==> src/rtl/core/b32rc_pkg.sv <==
// ============================================================================
// b32rc_pkg - shared types and constants of the Base32 random-case encoder
// Command format between front and back, character codes, generator
// constants and the alphabet lookup.
// ============================================================================
`default_nettype none

package b32rc_pkg;

    // Queue depth between front and back
    localparam int QUEUE_DEPTH_DEFAULT = 2;

    // Configuration register indexes
    localparam int REG_INDEX_W = 2;
    localparam logic [REG_INDEX_W-1:0] REG_SEED        = 2'd0;
    localparam logic [REG_INDEX_W-1:0] REG_LINE_LENGTH = 2'd1;
    localparam logic [REG_INDEX_W-1:0] REG_RANDOM_CASE = 2'd2;

    // Configuration reset values
    localparam logic [7:0] LINE_LENGTH_RESET = 8'd72;
    localparam logic       RANDOM_CASE_RESET = 1'b1;

    // Input item kinds
    localparam logic KIND_DATA = 1'b0;
    localparam logic KIND_END  = 1'b1;

    // Output characters
    localparam logic [7:0] CHAR_NL     = 8'd10;
    localparam logic [7:0] CHAR_PAD    = 8'd61;
    localparam logic [7:0] CASE_OFFSET = 8'h20;
    localparam logic [4:0] LETTER_COUNT = 5'd26;

    // Generator reset state and shift / rotate amounts
    localparam logic [31:0] PRNG_RESET0 = 32'd123456789;
    localparam logic [31:0] PRNG_RESET1 = 32'd362436069;
    localparam logic [31:0] PRNG_RESET2 = 32'd521288629;
    localparam logic [31:0] PRNG_RESET3 = 32'd88675123;
    localparam int XS_SHL_T = 11;
    localparam int XS_SHR_W = 19;
    localparam int XS_SHR_T = 8;
    localparam int SEED_ROT1 = 17;
    localparam int SEED_ROT2 = 31;
    localparam int SEED_ROT3 = 18;

    // One classified item: up to two symbols, then padding signs
    typedef struct packed {
        logic       is_end;
        logic [1:0] nsym;
        logic [4:0] idx0;
        logic [4:0] idx1;
        logic [2:0] npad;
    } cmd_t;

    // Configuration write request
    typedef struct packed {
        logic                   en;
        logic [REG_INDEX_W-1:0] index;
        logic [31:0]            data;
    } cfg_wr_t;

    // Map a 5-bit group to A-Z then 2-7
    function automatic logic [7:0] alpha_char(input logic [4:0] idx);
        logic [7:0] ch;
        if (idx < LETTER_COUNT)
            ch = 8'd65 + {3'b000, idx};
        else
            ch = 8'd50 + {3'b000, idx - LETTER_COUNT};
        return ch;
    endfunction

    // Rotate a word right by a fixed amount
    function automatic logic [31:0] rotr32(input logic [31:0] v, input int r);
        return (v >> r) | (v << (32 - r));
    endfunction

endpackage

`default_nettype wire

==> src/rtl/core/b32rc_if.sv <==
// ============================================================================
// b32rc_if - channel interfaces of the Base32 random-case encoder
// Input item, result item and configuration write channels, each with
// valid / ready and its payload.
// ============================================================================
`default_nettype none

interface b32rc_in_if;
    logic       valid;
    logic       ready;
    logic       kind;
    logic [7:0] data_byte;

    modport source (output valid, output kind, output data_byte, input ready);
    modport sink   (input valid, input kind, input data_byte, output ready);
endinterface

interface b32rc_out_if;
    logic       valid;
    logic       ready;
    logic [7:0] symbol;
    logic       last;

    modport source (output valid, output symbol, output last, input ready);
    modport sink   (input valid, input symbol, input last, output ready);
endinterface

interface b32rc_cfg_if;
    logic        valid;
    logic        ready;
    logic [1:0]  index;
    logic [31:0] data;

    modport source (output valid, output index, output data, input ready);
    modport sink   (input valid, input index, input data, output ready);
endinterface

`default_nettype wire

==> src/rtl/core/base32_encoder_random_case_top.sv <==
// ============================================================================
// base32_encoder_random_case_top - Base32 text encoder with random case
// Front classifier, command queue and character sequencer.
// ============================================================================
// The block puts out one character per cycle while the sink takes it. A data
// byte yields one or two symbols, and each may be followed by a newline at a
// line end. An end item yields at most a flush symbol and six padding signs,
// each followed by a newline when the line length is one. An end item with
// nothing to flush, pad or close still passes through the back part, which
// puts out no character for it. The character sequencer in the back part and
// its output register produce the characters. The front accepts an item every
// cycle while the command queue (QUEUE_DEPTH entries) has room, and when the
// back part is idle an accepted item passes the queue, the back part's command
// registers and its output register before its first character appears.
// Configuration writes are taken every cycle and must be issued only while
// no item is in flight.
`default_nettype none

module base32_encoder_random_case_top #(
    parameter int QUEUE_DEPTH = b32rc_pkg::QUEUE_DEPTH_DEFAULT
) (
    input  logic         clk,
    input  logic         rst_n,
    b32rc_in_if.sink     in_ch,
    b32rc_out_if.source  out_ch,
    b32rc_cfg_if.sink    cfg
);
    import b32rc_pkg::*;

    cmd_t    push_cmd;
    cmd_t    head_cmd;
    cfg_wr_t cfg_wr;
    logic    q_push;
    logic    q_full;
    logic    q_pop;
    logic    q_valid;

    // Configuration requests are always taken
    assign cfg.ready    = 1'b1;
    assign cfg_wr.en    = cfg.valid;
    assign cfg_wr.index = cfg.index;
    assign cfg_wr.data  = cfg.data;

    b32rc_front u_front (
        .clk    (clk),
        .rst_n  (rst_n),
        .in_ch  (in_ch),
        .q_full (q_full),
        .q_push (q_push),
        .q_cmd  (push_cmd)
    );

    b32rc_queue #(
        .DEPTH (QUEUE_DEPTH)
    ) u_queue (
        .clk      (clk),
        .rst_n    (rst_n),
        .push     (q_push),
        .push_cmd (push_cmd),
        .full     (q_full),
        .pop      (q_pop),
        .valid    (q_valid),
        .head     (head_cmd)
    );

    b32rc_back u_back (
        .clk       (clk),
        .rst_n     (rst_n),
        .cfg_wr    (cfg_wr),
        .cmd_valid (q_valid),
        .cmd       (head_cmd),
        .cmd_pop   (q_pop),
        .out_ch    (out_ch)
    );

`ifndef SYNTHESIS
    // Front never pushes into a full queue
    a_no_overflow: assert property (@(posedge clk) disable iff (!rst_n)
        q_push |-> !q_full)
        else $error("command pushed into full queue");

    // Back never pops an empty queue
    a_no_underflow: assert property (@(posedge clk) disable iff (!rst_n)
        q_pop |-> q_valid)
        else $error("command popped from empty queue");

    // A request taken from a full queue frees a slot for the next cycle
    a_full_drains: assert property (@(posedge clk) disable iff (!rst_n)
        (q_full && q_pop && !q_push) |=> !q_full)
        else $error("queue stays full after pop");
`endif

endmodule

`default_nettype wire

==> src/rtl/core/b32rc_front.sv <==
// ============================================================================
// b32rc_front - input side of the Base32 random-case encoder
// Accepts bytes and end items, keeps the bit buffer and byte phase, and
// turns each item into a command of symbol indexes and padding count.
// ============================================================================
`default_nettype none

module b32rc_front (
    input  logic              clk,
    input  logic              rst_n,
    b32rc_in_if.sink          in_ch,
    input  logic              q_full,
    output logic              q_push,
    output b32rc_pkg::cmd_t   q_cmd
);
    import b32rc_pkg::*;

    logic [11:0] bit_buffer_reg, bit_buffer_next;
    logic [3:0]  bit_count_reg, bit_count_next;
    logic [2:0]  byte_phase_reg, byte_phase_next;

    logic [3:0]  cnt;
    logic [11:0] buf_new;
    logic [3:0]  sh0, sh1;
    logic [11:0] shifted0, shifted1;
    logic [4:0]  flush_mask;
    logic [4:0]  flush_idx;
    logic        two_sym;
    logic        flush;

    // Accept whenever the queue has room
    assign in_ch.ready = !q_full;
    assign q_push      = in_ch.valid && !q_full;

    // Split the new byte into symbol groups
    always_comb
    begin
        cnt      = {1'b0, bit_count_reg[2:0]} + 4'd8;
        buf_new  = {bit_buffer_reg[3:0], in_ch.data_byte};
        two_sym  = (cnt >= 4'd10);
        sh0      = cnt - 4'd5;
        sh1      = cnt - 4'd10;
        shifted0 = buf_new >> sh0;
        shifted1 = buf_new >> sh1;
        flush      = (bit_count_reg != 4'd0) && (bit_count_reg < 4'd5);
        flush_mask = (5'd1 << bit_count_reg[2:0]) - 5'd1;
        flush_idx  = ({1'b0, bit_buffer_reg[3:0]} & flush_mask)
                     << (3'd5 - bit_count_reg[2:0]);
    end

    // Build the command and the next buffer state
    always_comb
    begin
        bit_buffer_next = bit_buffer_reg;
        bit_count_next  = bit_count_reg;
        byte_phase_next = byte_phase_reg;
        q_cmd           = '0;
        if (in_ch.kind == KIND_DATA)
        begin
            q_cmd.is_end    = 1'b0;
            q_cmd.nsym      = two_sym ? 2'd2 : 2'd1;
            q_cmd.idx0      = shifted0[4:0];
            q_cmd.idx1      = shifted1[4:0];
            q_cmd.npad      = 3'd0;
            bit_buffer_next = buf_new;
            bit_count_next  = two_sym ? sh1 : sh0;
            byte_phase_next = (byte_phase_reg >= 3'd4) ? 3'd0 : byte_phase_reg + 3'd1;
        end
        else
        begin
            q_cmd.is_end = 1'b1;
            q_cmd.nsym   = flush ? 2'd1 : 2'd0;
            q_cmd.idx0   = flush_idx;
            q_cmd.idx1   = 5'd0;
            case (byte_phase_reg)
                3'd1:    q_cmd.npad = 3'd6;
                3'd2:    q_cmd.npad = 3'd4;
                3'd3:    q_cmd.npad = 3'd3;
                3'd4:    q_cmd.npad = 3'd1;
                default: q_cmd.npad = 3'd0;
            endcase
            bit_buffer_next = '0;
            bit_count_next  = '0;
            byte_phase_next = '0;
        end
    end

    // Hold message state, advance on accept
    always_ff @(posedge clk or negedge rst_n)
    begin
        if (!rst_n)
        begin
            bit_buffer_reg <= '0;
            bit_count_reg  <= '0;
            byte_phase_reg <= '0;
        end
        else if (q_push)
        begin
            bit_buffer_reg <= bit_buffer_next;
            bit_count_reg  <= bit_count_next;
            byte_phase_reg <= byte_phase_next;
        end
    end

endmodule

`default_nettype wire

==> src/rtl/core/b32rc_queue.sv <==
// ============================================================================
// b32rc_queue - command queue between front and back
// Small register FIFO of classified commands; each side stalls on its own.
// ============================================================================
`default_nettype none

module b32rc_queue #(
    parameter int DEPTH = b32rc_pkg::QUEUE_DEPTH_DEFAULT
) (
    input  logic            clk,
    input  logic            rst_n,
    input  logic            push,
    input  b32rc_pkg::cmd_t push_cmd,
    output logic            full,
    input  logic            pop,
    output logic            valid,
    output b32rc_pkg::cmd_t head
);
    import b32rc_pkg::*;

    localparam int PTR_W = (DEPTH > 1) ? $clog2(DEPTH) : 1;
    localparam int CNT_W = $clog2(DEPTH + 1);

    cmd_t             entry_reg [DEPTH];
    logic [PTR_W-1:0] wr_ptr_reg, rd_ptr_reg;
    logic [CNT_W-1:0] count_reg;

    assign full  = (count_reg == CNT_W'(DEPTH));
    assign valid = (count_reg != '0);
    assign head  = entry_reg[rd_ptr_reg];

    // Step a pointer with wrap at the depth
    function automatic logic [PTR_W-1:0] ptr_inc(input logic [PTR_W-1:0] p);
        return (p == PTR_W'(DEPTH - 1)) ? '0 : p + PTR_W'(1);
    endfunction

    // Advance pointers and count
    always_ff @(posedge clk or negedge rst_n)
    begin
        if (!rst_n)
        begin
            wr_ptr_reg <= '0;
            rd_ptr_reg <= '0;
            count_reg  <= '0;
        end
        else
        begin
            if (push)
                wr_ptr_reg <= ptr_inc(wr_ptr_reg);
            if (pop)
                rd_ptr_reg <= ptr_inc(rd_ptr_reg);
            if (push && !pop)
                count_reg <= count_reg + CNT_W'(1);
            else if (pop && !push)
                count_reg <= count_reg - CNT_W'(1);
        end
    end

    // Store pushed commands
    always_ff @(posedge clk)
    begin
        if (push)
            entry_reg[wr_ptr_reg] <= push_cmd;
    end

endmodule

`default_nettype wire

==> src/rtl/core/b32rc_back.sv <==
// ============================================================================
// b32rc_back - output side of the Base32 random-case encoder
// Runs one command at a time, one character per cycle while the output slot
// is free: symbols with random case, padding, line breaks and the closing
// newline. Owns the generator, column count and configuration registers.
// ============================================================================
`default_nettype none

module b32rc_back (
    input  logic              clk,
    input  logic              rst_n,
    input  b32rc_pkg::cfg_wr_t cfg_wr,
    input  logic              cmd_valid,
    input  b32rc_pkg::cmd_t   cmd,
    output logic              cmd_pop,
    b32rc_out_if.source       out_ch
);
    import b32rc_pkg::*;

    // Command progress
    logic        busy_reg, busy_next;
    logic        is_end_reg, is_end_next;
    logic [1:0]  sym_left_reg, sym_left_next;
    logic [4:0]  idx0_reg, idx0_next;
    logic [4:0]  idx1_reg, idx1_next;
    logic [2:0]  pad_left_reg, pad_left_next;
    logic        nl_pend_reg, nl_pend_next;
    logic        nl_last_reg, nl_last_next;
    logic [7:0]  column_reg, column_next;

    // Generator and configuration
    logic [31:0] prng_reg [4];
    logic [31:0] prng_next [4];
    logic [7:0]  line_length_reg, line_length_next;
    logic        random_case_reg, random_case_next;

    // Output register
    logic        out_valid_reg, out_valid_next;
    logic [7:0]  symbol_reg, symbol_next;
    logic        last_reg, last_next;

    logic        slot_free;
    logic        emit;
    logic        done;
    logic [7:0]  ch;
    logic        ch_last;
    logic        final_char;
    logic [7:0]  col_after;
    logic [31:0] xs_t;
    logic [31:0] xs_w;

    assign out_ch.valid  = out_valid_reg;
    assign out_ch.symbol = symbol_reg;
    assign out_ch.last   = last_reg;
    assign slot_free     = !out_valid_reg || out_ch.ready;
    assign col_after     = column_reg + 8'd1;

    // Next generator word
    always_comb
    begin
        xs_t = prng_reg[0] ^ (prng_reg[0] << XS_SHL_T);
        xs_w = prng_reg[3] ^ (prng_reg[3] >> XS_SHR_W) ^ xs_t ^ (xs_t >> XS_SHR_T);
    end

    // Sequence one character per cycle while the output slot is free
    always_comb
    begin
        busy_next        = busy_reg;
        is_end_next      = is_end_reg;
        sym_left_next    = sym_left_reg;
        idx0_next        = idx0_reg;
        idx1_next        = idx1_reg;
        pad_left_next    = pad_left_reg;
        nl_pend_next     = nl_pend_reg;
        nl_last_next     = nl_last_reg;
        column_next      = column_reg;
        line_length_next = line_length_reg;
        random_case_next = random_case_reg;
        for (int i = 0; i < 4; i++)
            prng_next[i] = prng_reg[i];
        emit       = 1'b0;
        done       = 1'b0;
        ch         = CHAR_NL;
        ch_last    = 1'b0;
        final_char = 1'b0;

        if (busy_reg && slot_free)
        begin
            if (nl_pend_reg)
            begin
                // Line break after a counted character
                emit         = 1'b1;
                ch           = CHAR_NL;
                ch_last      = nl_last_reg;
                nl_pend_next = 1'b0;
                done         = nl_last_reg;
            end
            else if (sym_left_reg != 2'd0 || pad_left_reg != 3'd0)
            begin
                emit = 1'b1;
                if (sym_left_reg != 2'd0)
                begin
                    // Symbol: advance generator, maybe lower the letter
                    ch = alpha_char(idx0_reg);
                    if (idx0_reg < LETTER_COUNT && xs_w[0] && random_case_reg)
                        ch = ch + CASE_OFFSET;
                    prng_next[0]  = prng_reg[1];
                    prng_next[1]  = prng_reg[2];
                    prng_next[2]  = prng_reg[3];
                    prng_next[3]  = xs_w;
                    sym_left_next = sym_left_reg - 2'd1;
                    idx0_next     = idx1_reg;
                    final_char    = (sym_left_reg == 2'd1) && (pad_left_reg == 3'd0);
                end
                else
                begin
                    ch            = CHAR_PAD;
                    pad_left_next = pad_left_reg - 3'd1;
                    final_char    = (pad_left_reg == 3'd1);
                end
                // Count the character, break the line when full
                if (col_after >= line_length_reg)
                begin
                    column_next  = 8'd0;
                    nl_pend_next = 1'b1;
                    nl_last_next = final_char;
                end
                else
                begin
                    column_next = col_after;
                    if (final_char && !(is_end_reg && col_after != 8'd0))
                    begin
                        ch_last = 1'b1;
                        done    = 1'b1;
                    end
                end
            end
            else
            begin
                // End of message: close a partial line
                if (column_reg != 8'd0)
                begin
                    emit    = 1'b1;
                    ch      = CHAR_NL;
                    ch_last = 1'b1;
                end
                column_next = 8'd0;
                done        = 1'b1;
            end
        end

        // Load the next command as the current one finishes
        cmd_pop = cmd_valid && (!busy_reg || done);
        if (cmd_pop)
        begin
            busy_next     = 1'b1;
            is_end_next   = cmd.is_end;
            sym_left_next = cmd.nsym;
            idx0_next     = cmd.idx0;
            idx1_next     = cmd.idx1;
            pad_left_next = cmd.npad;
            nl_pend_next  = 1'b0;
            nl_last_next  = 1'b0;
        end
        else if (done)
        begin
            busy_next = 1'b0;
        end

        // Configuration writes, to be issued only while idle; the block does not enforce it
        if (cfg_wr.en)
        begin
            case (cfg_wr.index)
                REG_SEED:
                begin
                    prng_next[0] = prng_reg[0] ^ cfg_wr.data;
                    prng_next[1] = prng_reg[1] ^ rotr32(cfg_wr.data, SEED_ROT1);
                    prng_next[2] = prng_reg[2] ^ rotr32(cfg_wr.data, SEED_ROT2);
                    prng_next[3] = prng_reg[3] ^ rotr32(cfg_wr.data, SEED_ROT3);
                end
                REG_LINE_LENGTH: line_length_next = cfg_wr.data[7:0];
                REG_RANDOM_CASE: random_case_next = cfg_wr.data[0];
                default: ;
            endcase
        end

        // Output register: load on emit, drop when taken
        out_valid_next = out_valid_reg;
        symbol_next    = symbol_reg;
        last_next      = last_reg;
        if (emit)
        begin
            out_valid_next = 1'b1;
            symbol_next    = ch;
            last_next      = ch_last;
        end
        else if (out_ch.ready)
        begin
            out_valid_next = 1'b0;
        end
    end

    // Hold control, generator and configuration state
    always_ff @(posedge clk or negedge rst_n)
    begin
        if (!rst_n)
        begin
            busy_reg        <= 1'b0;
            is_end_reg      <= 1'b0;
            sym_left_reg    <= '0;
            pad_left_reg    <= '0;
            nl_pend_reg     <= 1'b0;
            nl_last_reg     <= 1'b0;
            column_reg      <= '0;
            prng_reg[0]     <= PRNG_RESET0;
            prng_reg[1]     <= PRNG_RESET1;
            prng_reg[2]     <= PRNG_RESET2;
            prng_reg[3]     <= PRNG_RESET3;
            line_length_reg <= LINE_LENGTH_RESET;
            random_case_reg <= RANDOM_CASE_RESET;
            out_valid_reg   <= 1'b0;
        end
        else
        begin
            busy_reg        <= busy_next;
            is_end_reg      <= is_end_next;
            sym_left_reg    <= sym_left_next;
            pad_left_reg    <= pad_left_next;
            nl_pend_reg     <= nl_pend_next;
            nl_last_reg     <= nl_last_next;
            column_reg      <= column_next;
            for (int i = 0; i < 4; i++)
                prng_reg[i] <= prng_next[i];
            line_length_reg <= line_length_next;
            random_case_reg <= random_case_next;
            out_valid_reg   <= out_valid_next;
        end
    end

    // Payload registers
    always_ff @(posedge clk)
    begin
        idx0_reg   <= idx0_next;
        idx1_reg   <= idx1_next;
        symbol_reg <= symbol_next;
        last_reg   <= last_next;
    end

endmodule

`default_nettype wire

==> src/flat_wrapper.sv <==
// flat-port wrapper written by rule: the top's interface ports become plain ports
module base32_encoder_random_case_top_flat import b32rc_pkg::*;
#(
    parameter int QUEUE_DEPTH = b32rc_pkg::QUEUE_DEPTH_DEFAULT
)
  (clk, rst_n, in_ch_valid, in_ch_kind, in_ch_data_byte, in_ch_ready, out_ch_valid, out_ch_symbol, out_ch_last, out_ch_ready, cfg_valid, cfg_index, cfg_data, cfg_ready);
  b32rc_in_if in_ch_i ();
  b32rc_out_if out_ch_i ();
  b32rc_cfg_if cfg_i ();
  input  logic clk;
  input  logic rst_n;
  input wire logic [$bits(in_ch_i.valid)-1:0] in_ch_valid;
  input wire logic [$bits(in_ch_i.kind)-1:0] in_ch_kind;
  input wire logic [$bits(in_ch_i.data_byte)-1:0] in_ch_data_byte;
  output wire logic [$bits(in_ch_i.ready)-1:0] in_ch_ready;
  output wire logic [$bits(out_ch_i.valid)-1:0] out_ch_valid;
  output wire logic [$bits(out_ch_i.symbol)-1:0] out_ch_symbol;
  output wire logic [$bits(out_ch_i.last)-1:0] out_ch_last;
  input wire logic [$bits(out_ch_i.ready)-1:0] out_ch_ready;
  input wire logic [$bits(cfg_i.valid)-1:0] cfg_valid;
  input wire logic [$bits(cfg_i.index)-1:0] cfg_index;
  input wire logic [$bits(cfg_i.data)-1:0] cfg_data;
  output wire logic [$bits(cfg_i.ready)-1:0] cfg_ready;
  assign in_ch_i.valid = in_ch_valid;
  assign in_ch_i.kind = in_ch_kind;
  assign in_ch_i.data_byte = in_ch_data_byte;
  assign in_ch_ready = in_ch_i.ready;
  assign out_ch_valid = out_ch_i.valid;
  assign out_ch_symbol = out_ch_i.symbol;
  assign out_ch_last = out_ch_i.last;
  assign out_ch_i.ready = out_ch_ready;
  assign cfg_i.valid = cfg_valid;
  assign cfg_i.index = cfg_index;
  assign cfg_i.data = cfg_data;
  assign cfg_ready = cfg_i.ready;
  base32_encoder_random_case_top #(.QUEUE_DEPTH(QUEUE_DEPTH)) u_core (.clk(clk), .rst_n(rst_n), .in_ch(in_ch_i), .out_ch(out_ch_i), .cfg(cfg_i));
endmodule
==> config.mk <==
export PLATFORM = sky130hd
export DESIGN_NAME = base32_encoder_random_case_top_flat
export DESIGN_NICKNAME = d
export VERILOG_FILES = /design/src/rtl/core/b32rc_pkg.sv /design/src/rtl/core/b32rc_if.sv /design/src/rtl/core/base32_encoder_random_case_top.sv /design/src/rtl/core/b32rc_front.sv /design/src/rtl/core/b32rc_queue.sv /design/src/rtl/core/b32rc_back.sv /design/src/flat_wrapper.sv
export SDC_FILE = /design/constraint.sdc
export NUM_CORES = 1
export LEC_CHECK = 0
export BUFFER_PORTS_ARGS = -buffer_cell sky130_fd_sc_hd__buf_2
export CORE_ASPECT_RATIO = 1.5
export CORE_MARGIN = 2
export CORE_UTILIZATION = 60
export DETAILED_ROUTE_END_ITERATION = 12
export GPL_TIMING_DRIVEN = 0
export PLACE_DENSITY_LB_ADDON = 0.1
export SYNTH_ARGS = -nofsm -noshare
export SYNTH_HDL_FRONTEND = slang
export SYNTH_HIERARCHICAL = 1
export SYNTH_SLANG_ARGS = --single-unit
==> constraint.sdc <==
create_clock -name clk -period 4 [get_ports clk]
set_input_delay 0.2 -clock clk [delete_from_list [all_inputs] [get_ports clk]]
set_output_delay 0.2 -clock clk [all_outputs]
set_load 0.03 [all_outputs]
After elaboration in Yosys (flattened, before gate mapping) --
Memory sizes are Yosys's and may differ from the RTL's. Cells that the tools add are included.
Word-level totals: bits in registers 189, RAM bits 32, input port bits 48, output and inout port bits 12, word-level logic and storage cells 196, memories kept 1
Cells by class: add/subtract/negate cells 17, magnitude comparators 5, equal/unequal tests 11, shift-type cells 4, mux-type cells 74, bitwise operators 16, reduce and logical (&&, ||, !) cells 43
Memory list:
- u_core.u_queue.entry_reg | words 2, width 16, read ports 1, clocked after memory_dff 0, write ports 1, line b32rc_queue.sv:24 | cmd_t entry_reg [DEPTH];
Operator list (number):
- $mux W128 | 6
- $xor A32 B32 Y32 | 6
- $mux W8 | 8
- $mux W1 | 34
- $or A1 B32 Y32 | 1
- $or A14 B32 Y32 | 1
- $or A15 B32 Y32 | 1
- $xor A32 B13 Y32 | 1
- $xor A32 B24 Y32 | 1
- $mux W5 | 5
- $shr A12 B4 Y5 | 2
- $mux W3 | 7
- $reduce_bool A2 Y1 | 9
- $mux W16 | 1
- $mux W2 | 8
- $reduce_bool A8 Y1 | 2
- $mux W4 | 3
- $pmux W3 S4 | 1
- $reduce_and A4 Y1 | 3
- $logic_and A1 B1 Y1 | 11
- $add A7 B5 Y8 const A | 1
- $add A8 B1 Y8 const B | 1
- $add A8 B6 Y8 const B | 1
- $ge A8 B8 Y1 | 1
- 36 further kinds | 55

Longest topological paths before layout --
depth in word-level cells 17, depth in mapped cells 17, depth with buffers taken out 16

Hierarchy --
Netlist, hierarchy kept.
Modules (own cells, without submodules):
- b32rc_back | instances 1, cells an instance 940, area an instance 9128.8 sq um, seq. area each 4529.3 sq um
- b32rc_front | instances 1, cells an instance 204, area an instance 1691.6 sq um, seq. area each 275.3 sq um
- b32rc_queue | instances 1, cells an instance 66, area an instance 1395.1 sq um, seq. area each 1061.0 sq um
- base32_encoder_random_case_top | instances 1, cells an instance 2, area an instance 11.3 sq um, seq. area each 0.0 sq um

Worst setup path before layout --
Ideal clock, no wire load.
path kind register to register, start register u_core.u_back.column_reg[0], end register u_core.u_queue.count_reg[1], library setup time 0.079 ns, arrival time 3.268 ns, required time 3.921 ns, setup slack 0.653 ns, stages on the path, launching flop included 18, buffers on the path 1, clock period less this slack 3.347 ns, cells stage by stage dfrtp_1 > ha_1 > nand4_1 > or3_1 > nand2_1 > ha_1 > a21o_1 > a211oi_1 > o311ai_0 > nand2_1 > o211ai_4 > buf_6 > inv_1 > inv_1 > ha_1 > xor2_1 > nor2_1 > xor2_1
Between the ends: cells in the longest elaborated chain, start to end 15, elaborated cells between the ends (all ways) 18, classes of those cells add/sub: 1; order compare: 1; mux: 6; reduce/logical: 10
Ends and longest elaborated chain:
- start, declared | line b32rc_back.sv:29 | logic [7:0] column_reg, column_next;
- start signal, assigned | line b32rc_back.sv:231 | column_reg <= column_next;
- $add A8 B1 Y8 * | line b32rc_back.sv:56 | assign col_after = column_reg + 8'd1;
- parallel branches: the longest is 5 deep, another holds $ge A8 B8 Y1
- $mux W1 * | line b32rc_back.sv:122 | if (col_after >= line_length_reg)
- $mux W1 * | line b32rc_back.sv:98 | else if (sym_left_reg != 2'd0 || pad_left_reg != 3'd0)
- $mux W1 * | line b32rc_back.sv:89 | if (nl_pend_reg)
- $mux W1 * | line b32rc_back.sv:87 | if (busy_reg && slot_free)
- $logic_or A1 B1 Y1 * | line b32rc_back.sv:153 | cmd_pop = cmd_valid && (!busy_reg || done);
- $logic_and A1 B1 Y1 * | line b32rc_back.sv:153
- via u_core.q_pop | line base32_encoder_random_case_top.sv:35 | logic q_pop;
- $logic_not A1 Y1 | line b32rc_queue.sv:52 | if (push && !pop)
- $logic_and A1 B1 Y1 | line b32rc_queue.sv:52
- $mux W2 / $reduce_bool A2 Y1 (equally long branches)
- end signal, assigned | line b32rc_queue.sv:53 | count_reg <= count_reg + CNT_W'(1);
- end signal, assigned | line b32rc_queue.sv:55 | count_reg <= count_reg - CNT_W'(1);
- end, declared | line b32rc_queue.sv:26 | logic [CNT_W-1:0] count_reg;
Mark *: on every way through the listed nets, which the timed path passes. A chain may end at the register's enable or synchronous reset.

Worst setup path in the final report --
Same ends and word-level chain as after synthesis.

==> out/qor.txt <==
TNS Setup: 0 ns
clock root buffer: clkbuf_16
Final Hold Vio Count: 0
Syn Nets: 1295
post-synthesis adder-cell area fraction: 0.0358
largest net degree at the start of global routing: 92
synthesized cell area: 12200 um2
slew margin rel.: 0.410
worst hold path type: in2reg
Area contributors post-synth: dfrtp_1 (22%), dfstp_2 (14%), edfxtp_1 (13%)
Clock transition at path regs: 0.07 ns
layout cells sized above 1: 0.185
final setup violation count: 0
final core utilization: 0.683
Synth Area per Inst: 10.1 um2
Rows: 64
1st-pass router iterations: 4
Slew @ Worst Pin: 0.885 ns
area growth from synthesis to layout: 12.6%
htree depth: 1
crit path time final: 3.60 ns
Bufs on Longest Clock Path: 3
gr ovfl total: 0
CTS tree: yes
global-route wire length before repair: 53600 um
CP Launch Type: register
Iter 0 DRT Violations: 681
Tot GR Track Use: 0.327
maximum vdd drop: 0.493 mV
Final ANT Viol Nets: 0
pwr dens: 921 nW/um2
maxcap violations: 0
Crit path max-delay family: simple AND/OR/NAND/NOR gates
CP required: 4.43 ns
Metal-1 WL: 12600 um
crit end category: register
fin nets: 1391
Peak Freq: 0.278 GHz
vias: 9462
Clk Latency, worst-skew pair: 0.52 ns
commonest non-fill, non-tap cell in the layout: nor2_1
critical path's slowest cell: dfrtp_2
crit-path cells: ha_4 -> nand4_1 -> or3_1 -> nand2_1 -> ha_1 -> a21o_1 -> a211oi_1 -> o311ai_1 -> nand2_1 -> o211ai_4 -> buf_6 -> clkinvlp_4 -> inv_1 -> ha_1 -> xor2_1 -> nor2_1 -> xor2_1
initial antenna violation count: 1
die area: 21600 um2
most frequent cells in the layout: nor2_1 (253), a211oi_1 (108), dfrtp_1 (104), xnor2_1 (88), a21oi_1 (77)
Reg-to-Reg Start: u_core/u_back/column_reg[0]
hold_sp: in_ch_data_byte[2]
WP buf/inv: 3
synth warn: 6
Die X: 121 um
gpl congestion: 0.944
max reg flops: 128
mux contribution to synthesized area: 0.0717
RSZ-0062 raised after global routing: false
drc violations: 0
Synth top area share: 0.217
Die Height: 179 um
Pleak: 5.54 nW
Critical Path AT: 4.03 ns
IO Count: 60
total CTS buffers: 23
Layout Skew: 0.0152 ns
status: finished, final reports clean
Crit Path Category: reg2reg
cells after synthesis: 1212
Core ar.: 20200 um2
routed length on met3: 1620 um
Post-synth EDFFs: 51
Initial Util: 0.606
drt wl/cell: 21.7 um
PortBufs: 58
vias in the first global route: 9722
clk sinks: 221
cell taking the most area after synthesis: dfrtp_1
total setup buffers inserted after CTS: 0
Slew Limit Fails: 0
Async SR Flop Fraction: 0.769
largest family of logic cells by synthesized area: simple AND/OR/NAND/NOR gates
simple-gate share of the synthesized area: 0.150
Setup crit start: u_core/u_back/column_reg[0]
Synth cell types: 71
CP peak stage delay: 0.46 ns
WL final: 34500 um
CP Max Fanout: 10
Final HPWL DP: 25300 um
overall power: 12.7 mW
Synth Area in Compound Gates: 0.141
routed wl met2: 18000 um
Main synth FF type: dfrtp_1
Final Cycle Share: 0.899
Post-Synth XOR/XNOR Area: 0.0846
top routing layer used: met4
Yosys reg bits: 221
vias per cell: 5.95
post-synthesis sequential area ratio: 0.480
## metal layers
metal  GRT usage  vias to the layer above
li1            -                     4435
met5           0                        -
met4       0.194                        0
met1       0.366                     4617
met3      0.0407                      109
met2       0.593                      301
## stage by stage
| step | hold slack, ns | instances | cell area (um2) | worst slack, ns |
|---|---|---|---|---|
| 6_report | 0.0120 | 1590 | 13800 | 0.404 |
| 5_1_grt | 0.0347 | 1589 | 13800 | 0.0616 |
| 2_1_floorplan | -0.0956 | 1212 | 12200 | 0.653 |
| 4_1_cts | 0.00356 | 1589 | 13700 | 0.0114 |
| 3_3_place_gp | 0.461 | 1534 | 12800 | 0.0745 |
| 3_5_place_dp | 0.259 | 1535 | 12900 | 0.148 |
## synthesized netlist by cell type (8+ instances only)
library cell	n
o21ai_0	23
nand2_1	58
buf_4	8
mux2_2	25
xor2_1	27
a211oi_1	108
edfxtp_1	51
clkbuf_1	34
dfrtp_1	106
a21oi_1	77
dfstp_2	64
mux4_2	8
and2_1	34
mux2i_1	19
ha_1	35
nor2_1	253
xnor2_1	88
nand3_1	18
inv_1	33
mux2_4	15
nor3_1	11
## worst paths after layout
check                           slack [ns]  depth (start not counted)                                to
worst max-delay path                  0.40                         17       u_core/u_queue/count_reg[1]
worst min-delay path                  0.01                          3  u_core/u_front/bit_buffer_reg[2]
worst max register to register        0.40                         17       u_core/u_queue/count_reg[1]
worst min register to register        0.48                          1         u_core/u_back/prng_reg[2]
max in group asynchronous             2.83                          3        u_core/u_back/prng_reg[41]
min in group asynchronous             0.28                          2         u_core/u_back/prng_reg[2]
## area by class of cell
class                           count  area, um2
Multi-Input combinational cell    894       5920
Antenna cell                        1       2.50
Inverter                           35        135
Buffer                             62        324
Sequential cell                   221       5870
Fill cell                        1636       6410
Tap cell                          264        330
Clock inverter                     14        140
Timing Repair Buffer               71        448
Clock buffer                       28        604
## worst reg2reg max path: stages, from the launching register on
cell        delay (ns)
dfrtp_2           0.46
ha_4              0.20
nand4_1           0.15
or3_1             0.35
nand2_1           0.12
ha_1              0.25
a21o_1            0.20
a211oi_1          0.24
o311ai_1          0.16
nand2_1           0.14
o211ai_4          0.12
buf_6             0.19
clkinvlp_4        0.17
inv_1             0.08
ha_1              0.19
xor2_1            0.17
nor2_1            0.12
xor2_1            0.18
## kinds of logic (layout without fill, tap and decap cells)
kind of cell,Yosys count,count (layout)
compound gates,256,256
xor+xnor,116,116
fa+ha+maj,35,35
buf+inv,97,210
flops,221,221
mux,67,67
other cells,1,2
simple gates,419,419
## what timing repair did
action | 4_1_cts | 5_1_grt
hold buffers | 12 | 0
endpoints found under the setup margin | 0 | 2
resized for setup | 0 | 6
hold endpoints to repair | 66 | 0
## report_power, final
group	internal, mW	switching, mW	total, mW
sequential	3.63	0.832	4.46
clock	1.22	0.919	2.14
combinational	2.53	3.56	6.08
Power figures use the tool's default switching activity.
